$ cat src/design/fswd_pkg.sv
// ----------------------------------------------------------------------------
// fswd_pkg
// Types and constants for the frame sync word deframer: item structs,
// result kinds, link states, sync pattern and register indexes.
// ----------------------------------------------------------------------------
package fswd_pkg;

  // field widths
  localparam int unsigned WordW   = 16;
  localparam int unsigned FwW     = 15;
  localparam int unsigned PosW    = FwW + 1;
  localparam int unsigned SinceW  = 17;
  localparam int unsigned CountW  = 32;
  localparam int unsigned StepW   = 3;

  // sync pattern length in words
  localparam logic [StepW-1:0] SYNC_LENGTH = 3'd5;

  // fixed sync words
  localparam logic [WordW-1:0] SYNC_WORD0 = 16'hEB90;
  localparam logic [WordW-1:0] SYNC_WORD1 = 16'hC5C5;
  localparam logic [WordW-1:0] SYNC_WORD2 = 16'h3A3A;
  localparam logic [WordW-1:0] SYNC_WORD3 = 16'h146F;
  localparam logic [WordW-1:0] FRAME_START_WORD = 16'hEB90;

  // saturation limit of the words-since-sync count
  localparam logic [SinceW-1:0] SINCE_MAX = '1;

  // register reset values
  localparam logic [FwW-1:0] FRAME_WORDS_RESET = 15'd1024;
  localparam logic [PosW-1:0] FRAME_POS_RESET  = {1'b0, FRAME_WORDS_RESET} + 16'd1;

  // register indexes
  localparam logic REG_FRAME_WORDS = 1'b0;
  localparam logic REG_HOLD_OUTPUT = 1'b1;

  // input item kinds
  localparam logic REQ_DATA = 1'b0;
  localparam logic REQ_IDLE = 1'b1;

  typedef enum logic [1:0] {
    KIND_NONE    = 2'd0,
    KIND_START   = 2'd1,
    KIND_DATA    = 2'd2,
    KIND_TRAILER = 2'd3
  } kind_t;

  typedef enum logic [1:0] {
    LINK_LOST   = 2'd0,
    LINK_SEARCH = 2'd1,
    LINK_LOCKED = 2'd2
  } link_t;

  typedef struct packed {
    logic             req_type;
    logic [WordW-1:0] word;
  } in_item_t;

  typedef struct packed {
    kind_t             kind;
    logic [FwW-1:0]    word_index;
    logic [WordW-1:0]  word_value;
    logic              polarity;
    link_t             link_status;
    logic              frame_kept;
    logic [CountW-1:0] frame_count;
  } out_item_t;

  // expected raw word at a given pattern step (true polarity)
  function automatic logic [WordW-1:0] pattern_word(input logic [StepW-1:0] step,
                                                    input logic [FwW-1:0]   fw);
    logic [WordW-1:0] w;
    case (step)
      3'd0:    w = SYNC_WORD0;
      3'd1:    w = SYNC_WORD1;
      3'd2:    w = SYNC_WORD2;
      3'd3:    w = SYNC_WORD3;
      default: w = {1'b0, fw};
    endcase
    return w;
  endfunction

endpackage

$ cat src/design/frame_sync_word_deframer.sv
// ----------------------------------------------------------------------------
// frame_sync_word_deframer
// Finds a five-word sync pattern in true or inverted polarity, then emits the
// polarity-corrected words of each frame with their index up to the trailer,
// and tracks link status from a saturating count of words since last sync.
// ----------------------------------------------------------------------------
//
//  channel   handshake              payload     notes
//  -------   --------------------   ---------   ------------------------------
//  in        in_valid / in_ready    in_data     data word or idle tick
//  out       out_valid / out_ready  out_data    exactly one result per item
//  cfg       cfg_we                 cfg_index,  frame_words, hold_output
//                                   cfg_data
//
//  One item per cycle while in_ready is high; its result is registered and
//  offered on the next cycle, or held in the skid entry during a stall.
//  The rate is set by the loop through the sync and frame state. Output side
//  is a result register plus one skid entry; in_ready drops only while both
//  hold results, so an out_ready stall holds off the input once skid fills.
//  Reset is synchronous; the payload registers out_data and skid_data have none.
//
module frame_sync_word_deframer
  import fswd_pkg::*;
(
  input  logic             clk,
  input  logic             rst,
  input  logic             in_valid,
  output logic             in_ready,
  input  in_item_t         in_data,
  output logic             out_valid,
  input  logic             out_ready,
  output out_item_t        out_data,
  input  logic             cfg_we,
  input  logic             cfg_index,
  input  logic [FwW-1:0]   cfg_data
);

  // configuration
  logic [FwW-1:0] frame_words;
  logic           hold_output;

  // deframer state
  logic [StepW-1:0]  sync_step,        sync_step_next;
  logic              sync_inverted,    sync_inverted_next;
  logic              locked_polarity,  locked_polarity_next;
  logic [SinceW-1:0] words_since_sync, words_since_sync_next;
  logic [PosW-1:0]   frame_position,   frame_position_next;
  link_t             link_state,       link_state_next;
  logic [CountW-1:0] kept_frames,      kept_frames_next;

  // output stage
  out_item_t result;
  out_item_t skid_data;
  logic      skid_valid;
  logic      in_fire;

  // helper values
  logic [WordW-1:0]  fixed_word;
  logic [WordW-1:0]  expected_word;
  logic [SinceW-1:0] twice_frame;
  logic [SinceW:0]   since_sum;
  logic [SinceW-1:0] since_sat;

  assign in_ready = !skid_valid;
  assign in_fire  = in_valid && in_ready;

  // configuration writes
  always_ff @(posedge clk) begin
    if (rst) begin
      frame_words <= FRAME_WORDS_RESET;
      hold_output <= 1'b0;
    end else if (cfg_we) begin
      case (cfg_index)
        REG_FRAME_WORDS: frame_words <= cfg_data;
        REG_HOLD_OUTPUT: hold_output <= cfg_data[0];
        default:         ;
      endcase
    end
  end

  // shared pieces of the per-item logic
  always_comb begin
    fixed_word    = locked_polarity ? ~in_data.word : in_data.word;
    expected_word = pattern_word(sync_step, frame_words) ^ {WordW{sync_inverted}};
    twice_frame   = {1'b0, frame_words, 1'b0};
    if (in_data.req_type == REQ_IDLE) begin
      since_sum = {1'b0, words_since_sync} + (SinceW+1)'(frame_words >> 1);
    end else begin
      since_sum = {1'b0, words_since_sync} + (SinceW+1)'(1);
    end
    since_sat = since_sum[SinceW] ? SINCE_MAX : since_sum[SinceW-1:0];
  end

  // next state and result for one item
  always_comb begin
    sync_step_next        = sync_step;
    sync_inverted_next    = sync_inverted;
    locked_polarity_next  = locked_polarity;
    words_since_sync_next = words_since_sync;
    frame_position_next   = frame_position;
    link_state_next       = link_state;
    kept_frames_next      = kept_frames;

    result            = '0;
    result.kind       = KIND_NONE;

    if (in_data.req_type == REQ_IDLE) begin
      // idle tick ages the link
      words_since_sync_next = since_sat;
      if (since_sat > twice_frame) begin
        link_state_next = LINK_LOST;
      end
    end else begin
      // pattern matching on the raw word
      if (sync_step == '0) begin
        if (in_data.word == SYNC_WORD0) begin
          sync_step_next     = 3'd1;
          sync_inverted_next = 1'b0;
        end else if (in_data.word == ~SYNC_WORD0) begin
          sync_step_next     = 3'd1;
          sync_inverted_next = 1'b1;
        end else begin
          words_since_sync_next = since_sat;
          if (since_sat > twice_frame) begin
            link_state_next = LINK_SEARCH;
          end
        end
      end else if (in_data.word == expected_word) begin
        sync_step_next = sync_step + 3'd1;
      end else begin
        sync_step_next = '0;
      end

      // frame start, data word or trailer
      if (sync_step_next == SYNC_LENGTH) begin
        frame_position_next   = PosW'(1);
        locked_polarity_next  = sync_inverted_next;
        sync_step_next        = '0;
        words_since_sync_next = '0;
        link_state_next       = LINK_LOCKED;
        result.kind           = KIND_START;
        result.word_value     = FRAME_START_WORD;
      end else if (frame_position < {1'b0, frame_words}) begin
        result.kind         = KIND_DATA;
        result.word_index   = frame_position[FwW-1:0];
        result.word_value   = fixed_word;
        frame_position_next = frame_position + PosW'(1);
      end else if (frame_position == {1'b0, frame_words}) begin
        result.kind         = KIND_TRAILER;
        result.word_index   = frame_position[FwW-1:0];
        result.word_value   = fixed_word;
        frame_position_next = frame_position + PosW'(1);
        if (!hold_output) begin
          kept_frames_next  = kept_frames + CountW'(1);
          result.frame_kept = 1'b1;
        end
      end
    end

    result.polarity    = locked_polarity_next;
    result.link_status = link_state_next;
    result.frame_count = kept_frames_next;
  end

  // state registers, updated once per accepted item
  always_ff @(posedge clk) begin
    if (rst) begin
      sync_step        <= '0;
      sync_inverted    <= 1'b0;
      locked_polarity  <= 1'b0;
      words_since_sync <= '0;
      frame_position   <= FRAME_POS_RESET;
      link_state       <= LINK_LOST;
      kept_frames      <= '0;
    end else if (in_fire) begin
      sync_step        <= sync_step_next;
      sync_inverted    <= sync_inverted_next;
      locked_polarity  <= locked_polarity_next;
      words_since_sync <= words_since_sync_next;
      frame_position   <= frame_position_next;
      link_state       <= link_state_next;
      kept_frames      <= kept_frames_next;
    end
  end

  // result register with one skid entry
  always_ff @(posedge clk) begin
    if (rst) begin
      out_valid  <= 1'b0;
      skid_valid <= 1'b0;
    end else if (in_fire) begin
      if (out_valid && !out_ready) begin
        skid_valid <= 1'b1;
      end else begin
        out_valid <= 1'b1;
      end
    end else if (out_valid && out_ready) begin
      out_valid  <= skid_valid;
      skid_valid <= 1'b0;
    end
  end

  // payload of the output stage
  always_ff @(posedge clk) begin
    if (in_fire) begin
      if (out_valid && !out_ready) begin
        skid_data <= result;
      end else begin
        out_data <= result;
      end
    end else if (out_valid && out_ready && skid_valid) begin
      out_data <= skid_data;
    end
  end

  // checks
  a_skid_behind_out: assert property (@(posedge clk) disable iff (rst)
    skid_valid |-> out_valid)
    else $error("skid entry holds an item while the result register is empty");

  a_step_range: assert property (@(posedge clk) disable iff (rst)
    sync_step < SYNC_LENGTH)
    else $error("sync step left the pattern range");

  a_kept_on_trailer: assert property (@(posedge clk) disable iff (rst)
    out_valid && out_data.frame_kept |-> out_data.kind == KIND_TRAILER)
    else $error("frame kept flag on an item that is not a trailer");

  a_start_locks: assert property (@(posedge clk) disable iff (rst)
    in_fire && result.kind == KIND_START |=>
      link_state == LINK_LOCKED && words_since_sync == '0 && sync_step == '0)
    else $error("frame start did not lock the link");

  a_count_step: assert property (@(posedge clk) disable iff (rst)
    in_fire && !result.frame_kept |=> $stable(kept_frames))
    else $error("frame count moved without a kept frame");

endmodule

$ cat config.mk
export PLATFORM = sky130hd
export DESIGN_NAME = frame_sync_word_deframer
export DESIGN_NICKNAME = d
export VERILOG_FILES = /design/src/design/fswd_pkg.sv /design/src/design/frame_sync_word_deframer.sv
export SDC_FILE = /design/constraint.sdc
export NUM_CORES = 1
export LEC_CHECK = 0
export ABC_CLOCK_PERIOD_IN_PS = 5850
export BUFFER_PORTS_ARGS = -buffer_cell sky130_fd_sc_hd__buf_4
export CAP_MARGIN = 40
export CORE_MARGIN = 5
export CORE_UTILIZATION = 55
export CTS_BUF_LIST = sky130_fd_sc_hd__clkbuf_16
export DETAILED_ROUTE_END_ITERATION = 10
export PLACE_DENSITY = 0.77
export SLEW_MARGIN = 20
export SYNTH_ARGS = -nofsm -noshare
export SYNTH_HDL_FRONTEND = slang
export SYNTH_SLANG_ARGS = --single-unit
$ cat constraint.sdc
create_clock -name clk -period 5.85 [get_ports clk]
set_clock_uncertainty 0.15 [all_clocks]
set_input_delay 1.17 -clock clk [delete_from_list [all_inputs] [get_ports clk]]
set_output_delay 1.17 -clock clk [all_outputs]
set_load 0.02 [all_outputs]
# After elaboration in Yosys (flattened, before gate mapping)
# Cells that the tools add are included.
# totals
in_bits	38
register_bits	228
# op_classes
n_reduce_logical	20
add_sub_neg	5
eq_ne	12
mux	55
n_lt_le_gt_ge	2
bitwise_logic	4
# ops
cell	count
$mux W69	3
$mux W32	5
$mux W17	6
$mux W33	3
$mux W16	5
$pmux W16 S4	1
$add A32 B1 Y32 const B	1
$add A17 B1 Y18 const B	1
$add A17 B14 Y18	1
$mux W18	1
$mux W3	6
$gt A17 B16 Y1	1
$add A16 B1 Y16 const B	1
$eq A16 B13 Y1 const B	1
$eq A16 B15 Y1	1
$eq A16 B16 Y1	1
$eq A16 B16 Y1 const B	1
$lt A16 B15 Y1	1
$mux W1	16
$mux W2	8
$not A16 Y16	1
$xor A16 B16 Y16	1
$mux W15	1
$reduce_and A2 Y1	7
15 further kinds	24

# Logic depth before layout (Yosys ltp)
# Gate-level depths: netlist (run 1).
# depth
ltp_word	12
ltp_mapped	22
mapped_depth_nobuf	22

# Worst setup path after synthesis (run 1)
# No wires, ideal clock.
# synth_timing
path_kind	input -> register
startpoint	input in_valid
endpoint	register out_data[0] (netlist bit) (enable)
setup_ps	519
slack_ps	-81
arrival_ps	5262
stages	5
path_cell_list	nor2b_1 > clkbuf_1 > buf_1 > a21oi_1 > a21oi_1
# synth_via
elab_chain_cells	3
word_cells_on_any_way	4
# synth_rtl
element	line_no	source
start, declared	frame_sync_word_deframer.sv:27	input logic in_valid,
$logic_and A1 B1 Y1 (*)	frame_sync_word_deframer.sv:65	assign in_fire = in_valid && in_ready;
$ne A2 B2 Y1 (no line) or $reduce_bool A2 Y1 (tied branches)	--	
$reduce_and A2 Y1 (no line) (*)	--	
end signal, assigned	frame_sync_word_deframer.sv:209	out_data <= result;
end signal, assigned	frame_sync_word_deframer.sv:212	out_data <= skid_data;
end, declared	frame_sync_word_deframer.sv:32	output out_item_t out_data,
# Mark *: on every way between the ends. The rest lies on a longest branch, timed or not.
# A chain may end at the register's enable or synchronous reset.

# Worst setup path after layout (run 1)
# layout_timing
startpoint	input in_data[16] (netlist bit)
endpoint	register out_data[33] (netlist bit) (data pin)
# layout_via
elab_chain_cells	11
word_cells_on_any_way	12
# layout_rtl
element	line_no	source
start, declared	frame_sync_word_deframer.sv:29	input in_item_t in_data,
$mux W18	frame_sync_word_deframer.sv:86	if (in_data.req_type == REQ_IDLE) begin
$mux W17	frame_sync_word_deframer.sv:91	since_sat = since_sum[SinceW] ? SINCE_MAX : since_sum[SinceW-1:0];
$gt A17 B16 Y1	frame_sync_word_deframer.sv:110, frame_sync_word_deframer.sv:124	
$mux W2	frame_sync_word_deframer.sv:124	if (since_sat > twice_frame) begin
$mux W2	frame_sync_word_deframer.sv:119	end else if (in_data.word == ~SYNC_WORD0) begin
$mux W2	frame_sync_word_deframer.sv:116	if (in_data.word == SYNC_WORD0) begin
$mux W2	frame_sync_word_deframer.sv:115	if (sync_step == '0) begin
$mux W2	frame_sync_word_deframer.sv:135	if (sync_step_next == SYNC_LENGTH) begin
$mux W2 (*)	frame_sync_word_deframer.sv:107	if (in_data.req_type == REQ_IDLE) begin
$mux W69 (*)	frame_sync_word_deframer.sv:206	if (out_valid && !out_ready) begin
$mux W69 (*)	frame_sync_word_deframer.sv:205	if (in_fire) begin
# Mark *: on every way between the ends. The rest lies on a longest branch, timed or not. The select of a mux whose other input is x is not followed.

==> results of run 1 <==
## final timing paths
check / to / slack [ps] / depth (start not counted)
max reg2reg: out_data[33] / 750 / 22
max: out_data[33] / 400 / 21
min: words_since_sync[9] / 310 / 2
min reg2reg: words_since_sync[9] / 310 / 2
## registers in the layout, summed over array words and instances (netlist names)
| register | count |
|---|---|
| link_state | 2 |
| skid_data | 69 |
| hold_output | 1 |
| words_since_sync | 17 |
| out_data | 69 |
| out_valid | 1 |
| skid_valid | 1 |
| frame_position | 16 |
| locked_polarity | 1 |
| sync_inverted | 1 |
| frame_words | 15 |
| sync_step | 3 |
| kept_frames | 32 |
## kinds of logic (layout without fill, tap and decap cells)
family,after synthesis,count (layout),synth area share [%]
buffers and inverters,113,223,3.94
xor gates and xnor gates,85,85,5.96
adders and majority gates,52,52,5.27
AOI/OAI and AO/OA,274,274,14.1
DFF,228,228,47.6
and+or+nand+nor,445,445,17.7
muxes,61,61,5.41
## synthesized netlist by cell type, types with 4 or more instances
master,number
edfxtp_1,138
nand2_1,121
nor2_1,111
a21oi_1,98
dfxtp_1,90
o21ai_0,63
mux2_2,52
ha_1,51
xnor2_1,50
inv_1,46
clkbuf_1,42
nand3_1,40
or3_1,40
xor2_1,35
and3_1,22
nor3_1,20
o31ai_1,18
nand4_1,17
a21o_1,14
a211oi_1,13
buf_2,12
nand2b_1,12
nor2b_1,12
and2_1,11
mux2i_1,9
a211o_1,8
o211ai_1,8
or2_2,7
a31oi_1,5
buf_6,5
o21a_1,5
o21bai_1,5
or4_1,5
a21bo_2,4
a22oi_1,4
buf_4,4
nand4b_1,4
nor3b_1,4
nor4_1,4
nor4b_1,4
o2111ai_1,4
## power groups by stage
stage	clock network (mW)	registers, mW	logic (mW)
3_3_place_gp	0	1.85	0.454
4_1_cts	1.57	1.82	0.470
6_report	1.54	1.81	0.478
2_1_floorplan	0	1.90	0.246
3_5_place_dp	0	1.85	0.466
5_1_grt	1.65	1.82	0.518
## stage by stage
step	hold slack, ps	instances	cell area (µm²)
floorplan	286	1258	12500
global placement	299	1600	13500
detailed placement	303	1604	13600
CTS	314	1648	14400
global route	330	1653	14400
finish	311	1653	14400
## worst max-delay path, delay by kind of cell
family,cells,cell delay [ps]
adders and majority gates,2,590
AOI/OAI and AO/OA,12,2580
buffers and inverters,2,380
and+or+nand+nor,5,850
## final cells by class
class	count	area, µm²	area share [%]
Tap cell	285	357	2.47
Clock buffer	24	601	4.16
Timing Repair Buffer	132	1060	7.34
Sequential cell	228	5950	41.2
Clock inverter	20	208	1.44
Inverter	47	176	1.22
Multi-Input combinational cell	917	6090	42.2
## metal layers
metal  vias up  track usage, %  wire [µm]
met4         0            5.93        703
met5         -               0          0
li1       4748               -          -
met1      4616            30.0      12900
met2       310            37.2      14200
met3        46            2.98       1610
==> flow_summary.json, run 1 <==
{
  "status": "complete, no violations",
  "syn_avg_cell_area_um2": 9.93,
  "drv_slew": 0,
  "timing.slew.headroom_pct": 43.1,
  "post_drt_wl_per_cell_um": 17.8,
  "ant_nets": 0,
  "place_hpwl_um": 20700,
  "slowest_delay_ps": 440,
  "place_ws_ps": 101,
  "postSynth.topFlopCell": "edfxtp_1",
  "fmax_mhz": 184,
  "crit_path_start": "in_data[16]",
  "synthCells": 1258,
  "gp_congestion": 0.954,
  "grt_first_pass_wirelength_um": 47500,
  "ys_types": 70,
  "drive_gt1_share_pct": 18.0,
  "cts_buffers": 24,
  "hold_buffers": 0,
  "nFillCells": 1779,
  "nNetsFinal": 1440,
  "io_buffers": 108,
  "netlist_area_um2": 12500,
  "grt_pass1_vias": 9293,
  "synth_nets": 1348,
  "area_growth_pct": 15.6,
  "cp-start-kind": "primary input",
  "netSwitchingFraction_pct": 24.5,
  "ys_seq_area_share_pct": 47.6,
  "combPwrFrac_pct": 12.5,
  "critical_path.most_common_cell": "o21ai_0",
  "tightest_slew_ps": 853,
  "fin_ws_ps": 402,
  "synth_seq_cells": 228,
  "antenna_cells": 0,
  "ioPinCount": 109,
  "fin_util_pct": 64.1,
  "die_h_um": 161,
  "synth_edf_count": 138,
  "coreArea_um2": 22500,
  "grt_overflow_total": 0,
  "layout_common_cells": "edfxtp_1 (138), buf_4 (125), nand2_1 (121)",
  "start_util_pct": 55.5,
  "dr.pass1.iters": 5,
  "drt_wl_total_um": 29400,
  "viasPerCell": 5.88,
  "tns_ps": 0,
  "mostFrequentLayoutCell": "edfxtp_1",
  "rows": 55,
  "end_kind": "flop",
  "cts_tree": "built",
  "grt_max_degree": 80,
  "p_sw_mw": 0.940,
  "pwr-share-clk_pct": 40.3,
  "p_int_mw": 2.90,
  "synth.area.top_cells": "edfxtp_1 (33%), dfxtp_1 (14%), ha_1 (5.1%), mux2_2 (4.7%), a21oi_1 (3.9%)",
  "htreeDepth": 1,
  "fin_crit_sh_pct": 93.1,
  "die_x_um": 161,
  "worstPathCellList": "buf_4 > clkinv_1 > nor2_1 > ha_1 > nor2b_1 > o31a_1 > o21ai_0 > a21bo_2 > a21boi_0 > o21a_1 > o21ai_0 > ha_1 > a21oi_1 > nor2b_1 > o21ai_0 > a31oi_1 > a211oi_1 > o21ai_0 > nand2b_1 > and2_1 > o41ai_1",
  "drc": 0,
  "cts-root-buf": "clkbuf_16",
  "irDropWorstVdd_mv": 0.193,
  "total_power_mw": 3.84,
  "rsz0062_at_grt": "no",
  "vias": 9720,
  "crit_required_ps": 5990,
  "hp-class": "reg2reg",
  "seqPwrFrac_pct": 47.3,
  "finalHoldViolCount": 0,
  "cp_max_fo": 9,
  "clk_pin_slew_ps": 70,
  "async_flop_share_pct": 0,
  "crit_arrival_ps": 5590,
  "max_cap_violations": 0,
  "leakage_nw": 5.51,
  "cts.repair.resized": 0,
  "slowest_stage": "o41ai_1",
  "antenna_found_initial": 0,
  "min_from": "words_since_sync[9]",
  "synth_area_leader_cell": "edfxtp_1",
  "powerDensity_nw_per_um2": 266,
  "cts.sinks": 228,
  "fp.dieArea_um2": 25800,
  "grt_use_total_pct": 22.0,
  "dr.first_iter.drc_count": 699,
  "fin_crit_ps": 5450,
  "timing.final.setup_violations": 0,
  "timing.rr.start": "frame_words[1]",
  "postCtsSetupBuffers": 0,
  "ys.warnings.count": 0,
  "clockBufferDepth": 3,
  "clock_latency_ps": 520,
  "synth_top_cell_area_share_pct": 33.2,
  "critPathKind": "in2reg"
}
No activity file was read; power rests on OpenSTA's default activity.
==> inputs of run 2 (changes only) <==
--- a/config.mk
+++ b/config.mk
@@ -14,2 +14,3 @@
 export DETAILED_ROUTE_END_ITERATION = 10
+export HOLD_SLACK_MARGIN = 0.08
 export PLACE_DENSITY = 0.77
==> constraint.sdc (replaced) <==
create_clock -name clk -period 5.85 [get_ports clk]
set_clock_uncertainty 0.15 [all_clocks]
set_input_delay 0.585 -clock clk [delete_from_list [all_inputs] [get_ports clk]]
set_output_delay 0.585 -clock clk [all_outputs]
set_load 0.02 [all_outputs]
==> run 2 against run 1 <==
Effect of this change:
- cell count about the same
- first-iteration DRC count down 2.7%
- register-to-register slack worse by 70 ps
- count of clock-buffer cells in the layout unchanged
- core utilization unchanged
- hold slack worse by 200 ps
- combinational power up 1%
- critical path type is now reg2reg
- critical endpoint unchanged
==> flow_summary.json, run 2 (same netlist as run 1, synthesis figures left out) <==
{
  "ioPinCount": 109,
  "timing.rr.start": "frame_words[1]",
  "fin_hold_ws_ps": 107,
  "timing.slew.headroom_pct": 43.8,
  "coreArea_um2": 22500,
  "powerDensity_nw_per_um2": 263,
  "hold_buffers": 0,
  "crit_required_ps": 6030,
  "placed_area_um2": 13600,
  "cts-root-buf": "clkbuf_16",
  "grt_pass1_vias": 9193,
  "fin_util_pct": 64.1,
  "fin_crit_ps": 5170,
  "whs_path_depth": 2,
  "dr_wl_met2_um": 14700,
  "top_layer": "met4",
  "vias": 9726,
  "drive_gt1_share_pct": 17.9,
  "leakage_nw": 5.51,
  "dr.pass1.iters": 6,
  "grt_overflow_total": 0,
  "layout_common_cells": "edfxtp_1 (138), buf_4 (123), nand2_1 (121)",
  "tightest_slew_ps": 842,
  "reg2reg_depth": 22,
  "area_growth_pct": 15.6,
  "start_util_pct": 55.5,
  "drt_wl_total_um": 30200,
  "wl_met1_um": 12900,
  "grt_max_degree": 79,
  "drc": 0,
  "die_x_um": 161,
  "fp.dieArea_um2": 25800,
  "grt_first_pass_wirelength_um": 48200,
  "critPathKind": "reg2reg",
  "crit_path_start": "frame_words[1]",
  "gp_congestion": 0.895,
  "clock_latency_ps": 530,
  "clockBufferDepth": 3,
  "place_inst": 1604,
  "stdcell_count": 1652,
  "nFillCells": 1770,
  "cp_max_fo": 8,
  "post_drt_wl_per_cell_um": 18.3,
  "timing.final.setup_violations": 0,
  "grt_use_total_pct": 22.5,
  "rows": 55,
  "antenna_found_initial": 0,
  "irDropWorstVdd_mv": 0.216,
  "tns_ps": 0,
  "io_buffers": 108,
  "die_h_um": 161,
  "finalHoldViolCount": 0,
  "postCtsSetupBuffers": 0,
  "drv_slew": 0,
  "mostFrequentLayoutCell": "edfxtp_1",
  "cts_buffers": 24,
  "min_from": "out_ready",
  "viasPerCell": 5.89,
  "place_ws_ps": 282,
  "wl_met3_um": 1810,
  "place_hpwl_um": 21100,
  "antenna_cells": 0,
  "fin_ws_ps": 680,
  "max_cap_violations": 0,
  "total_power_mw": 3.79,
  "hp-class": "in2reg",
  "fmax_mhz": 193,
  "rsz0062_at_grt": "no",
  "reg.largest.list": "out_data: 69 flops, skid_data: 69 flops, kept_frames: 32 flops",
  "ant_nets": 0,
  "htreeDepth": 1,
  "dr.first_iter.drc_count": 680,
  "fin_crit_sh_pct": 88.4,
  "crit_arrival_ps": 5350,
  "end_kind": "flop",
  "cts.sinks": 228,
  "nNetsFinal": 1439,
  "clk_pin_slew_ps": 70,
  "cp-start-kind": "flop",
  "cts.repair.resized": 0,
  "cts_tree": "built",
  "status": "complete, no violations",
  "final_area_um2": 14400
}
==> run 2: area by class of cell <==
type                    count  area, µm²  area share, %
clock inverters            20        169           1.17
flip-flops and latches    228       5950           41.2
inverters                  47        176           1.22
clock buffers              24        601           4.16
well taps                 285        357           2.47
repair buffers            131       1100           7.61
multi-input cells         917       6090           42.2
==> run 2: worst paths after layout <==
path	end	slack [ps]
setup / recovery	out_data[33]	680
hold / removal	skid_valid	110
setup reg to reg	out_data[33]	680
hold reg to reg	words_since_sync[3]	310
==> run 2: routing by layer <==
| metal | vias up | track usage, % |
|---|---|---|
| li1 | 4742 | - |
| met1 | 4631 | 30.1 |
| met2 | 299 | 38.4 |
| met3 | 54 | 3.57 |
| met4 | 0 | 5.85 |
| met5 | - | 0 |
==> run 2: where the power goes <==
group | switching [mW] | leakage [nW] | internal, mW
registers | 0.0319 | 2.04 | 1.78
logic | 0.292 | 3.09 | 0.193
clock network | 0.649 | 0.385 | 0.844
total | 0.973 | 5.51 | 2.82
==> run 2: worst max-delay path, stage by stage, from the launching register on <==
cell,delay (ps)
dfxtp_1,510
inv_1,170
nand2_1,110
ha_1,160
inv_1,50
fa_1,400
nor2b_1,210
o31a_1,180
o21ai_0,170
a21bo_2,260
a21boi_0,280
o21a_1,150
o21ai_0,130
ha_1,360
and4_1,230
nand3_1,110
a311o_1,280
a31oi_1,140
a211oi_1,60
o21ai_0,190
nand2b_1,200
a21oi_1,110
o41ai_1,340
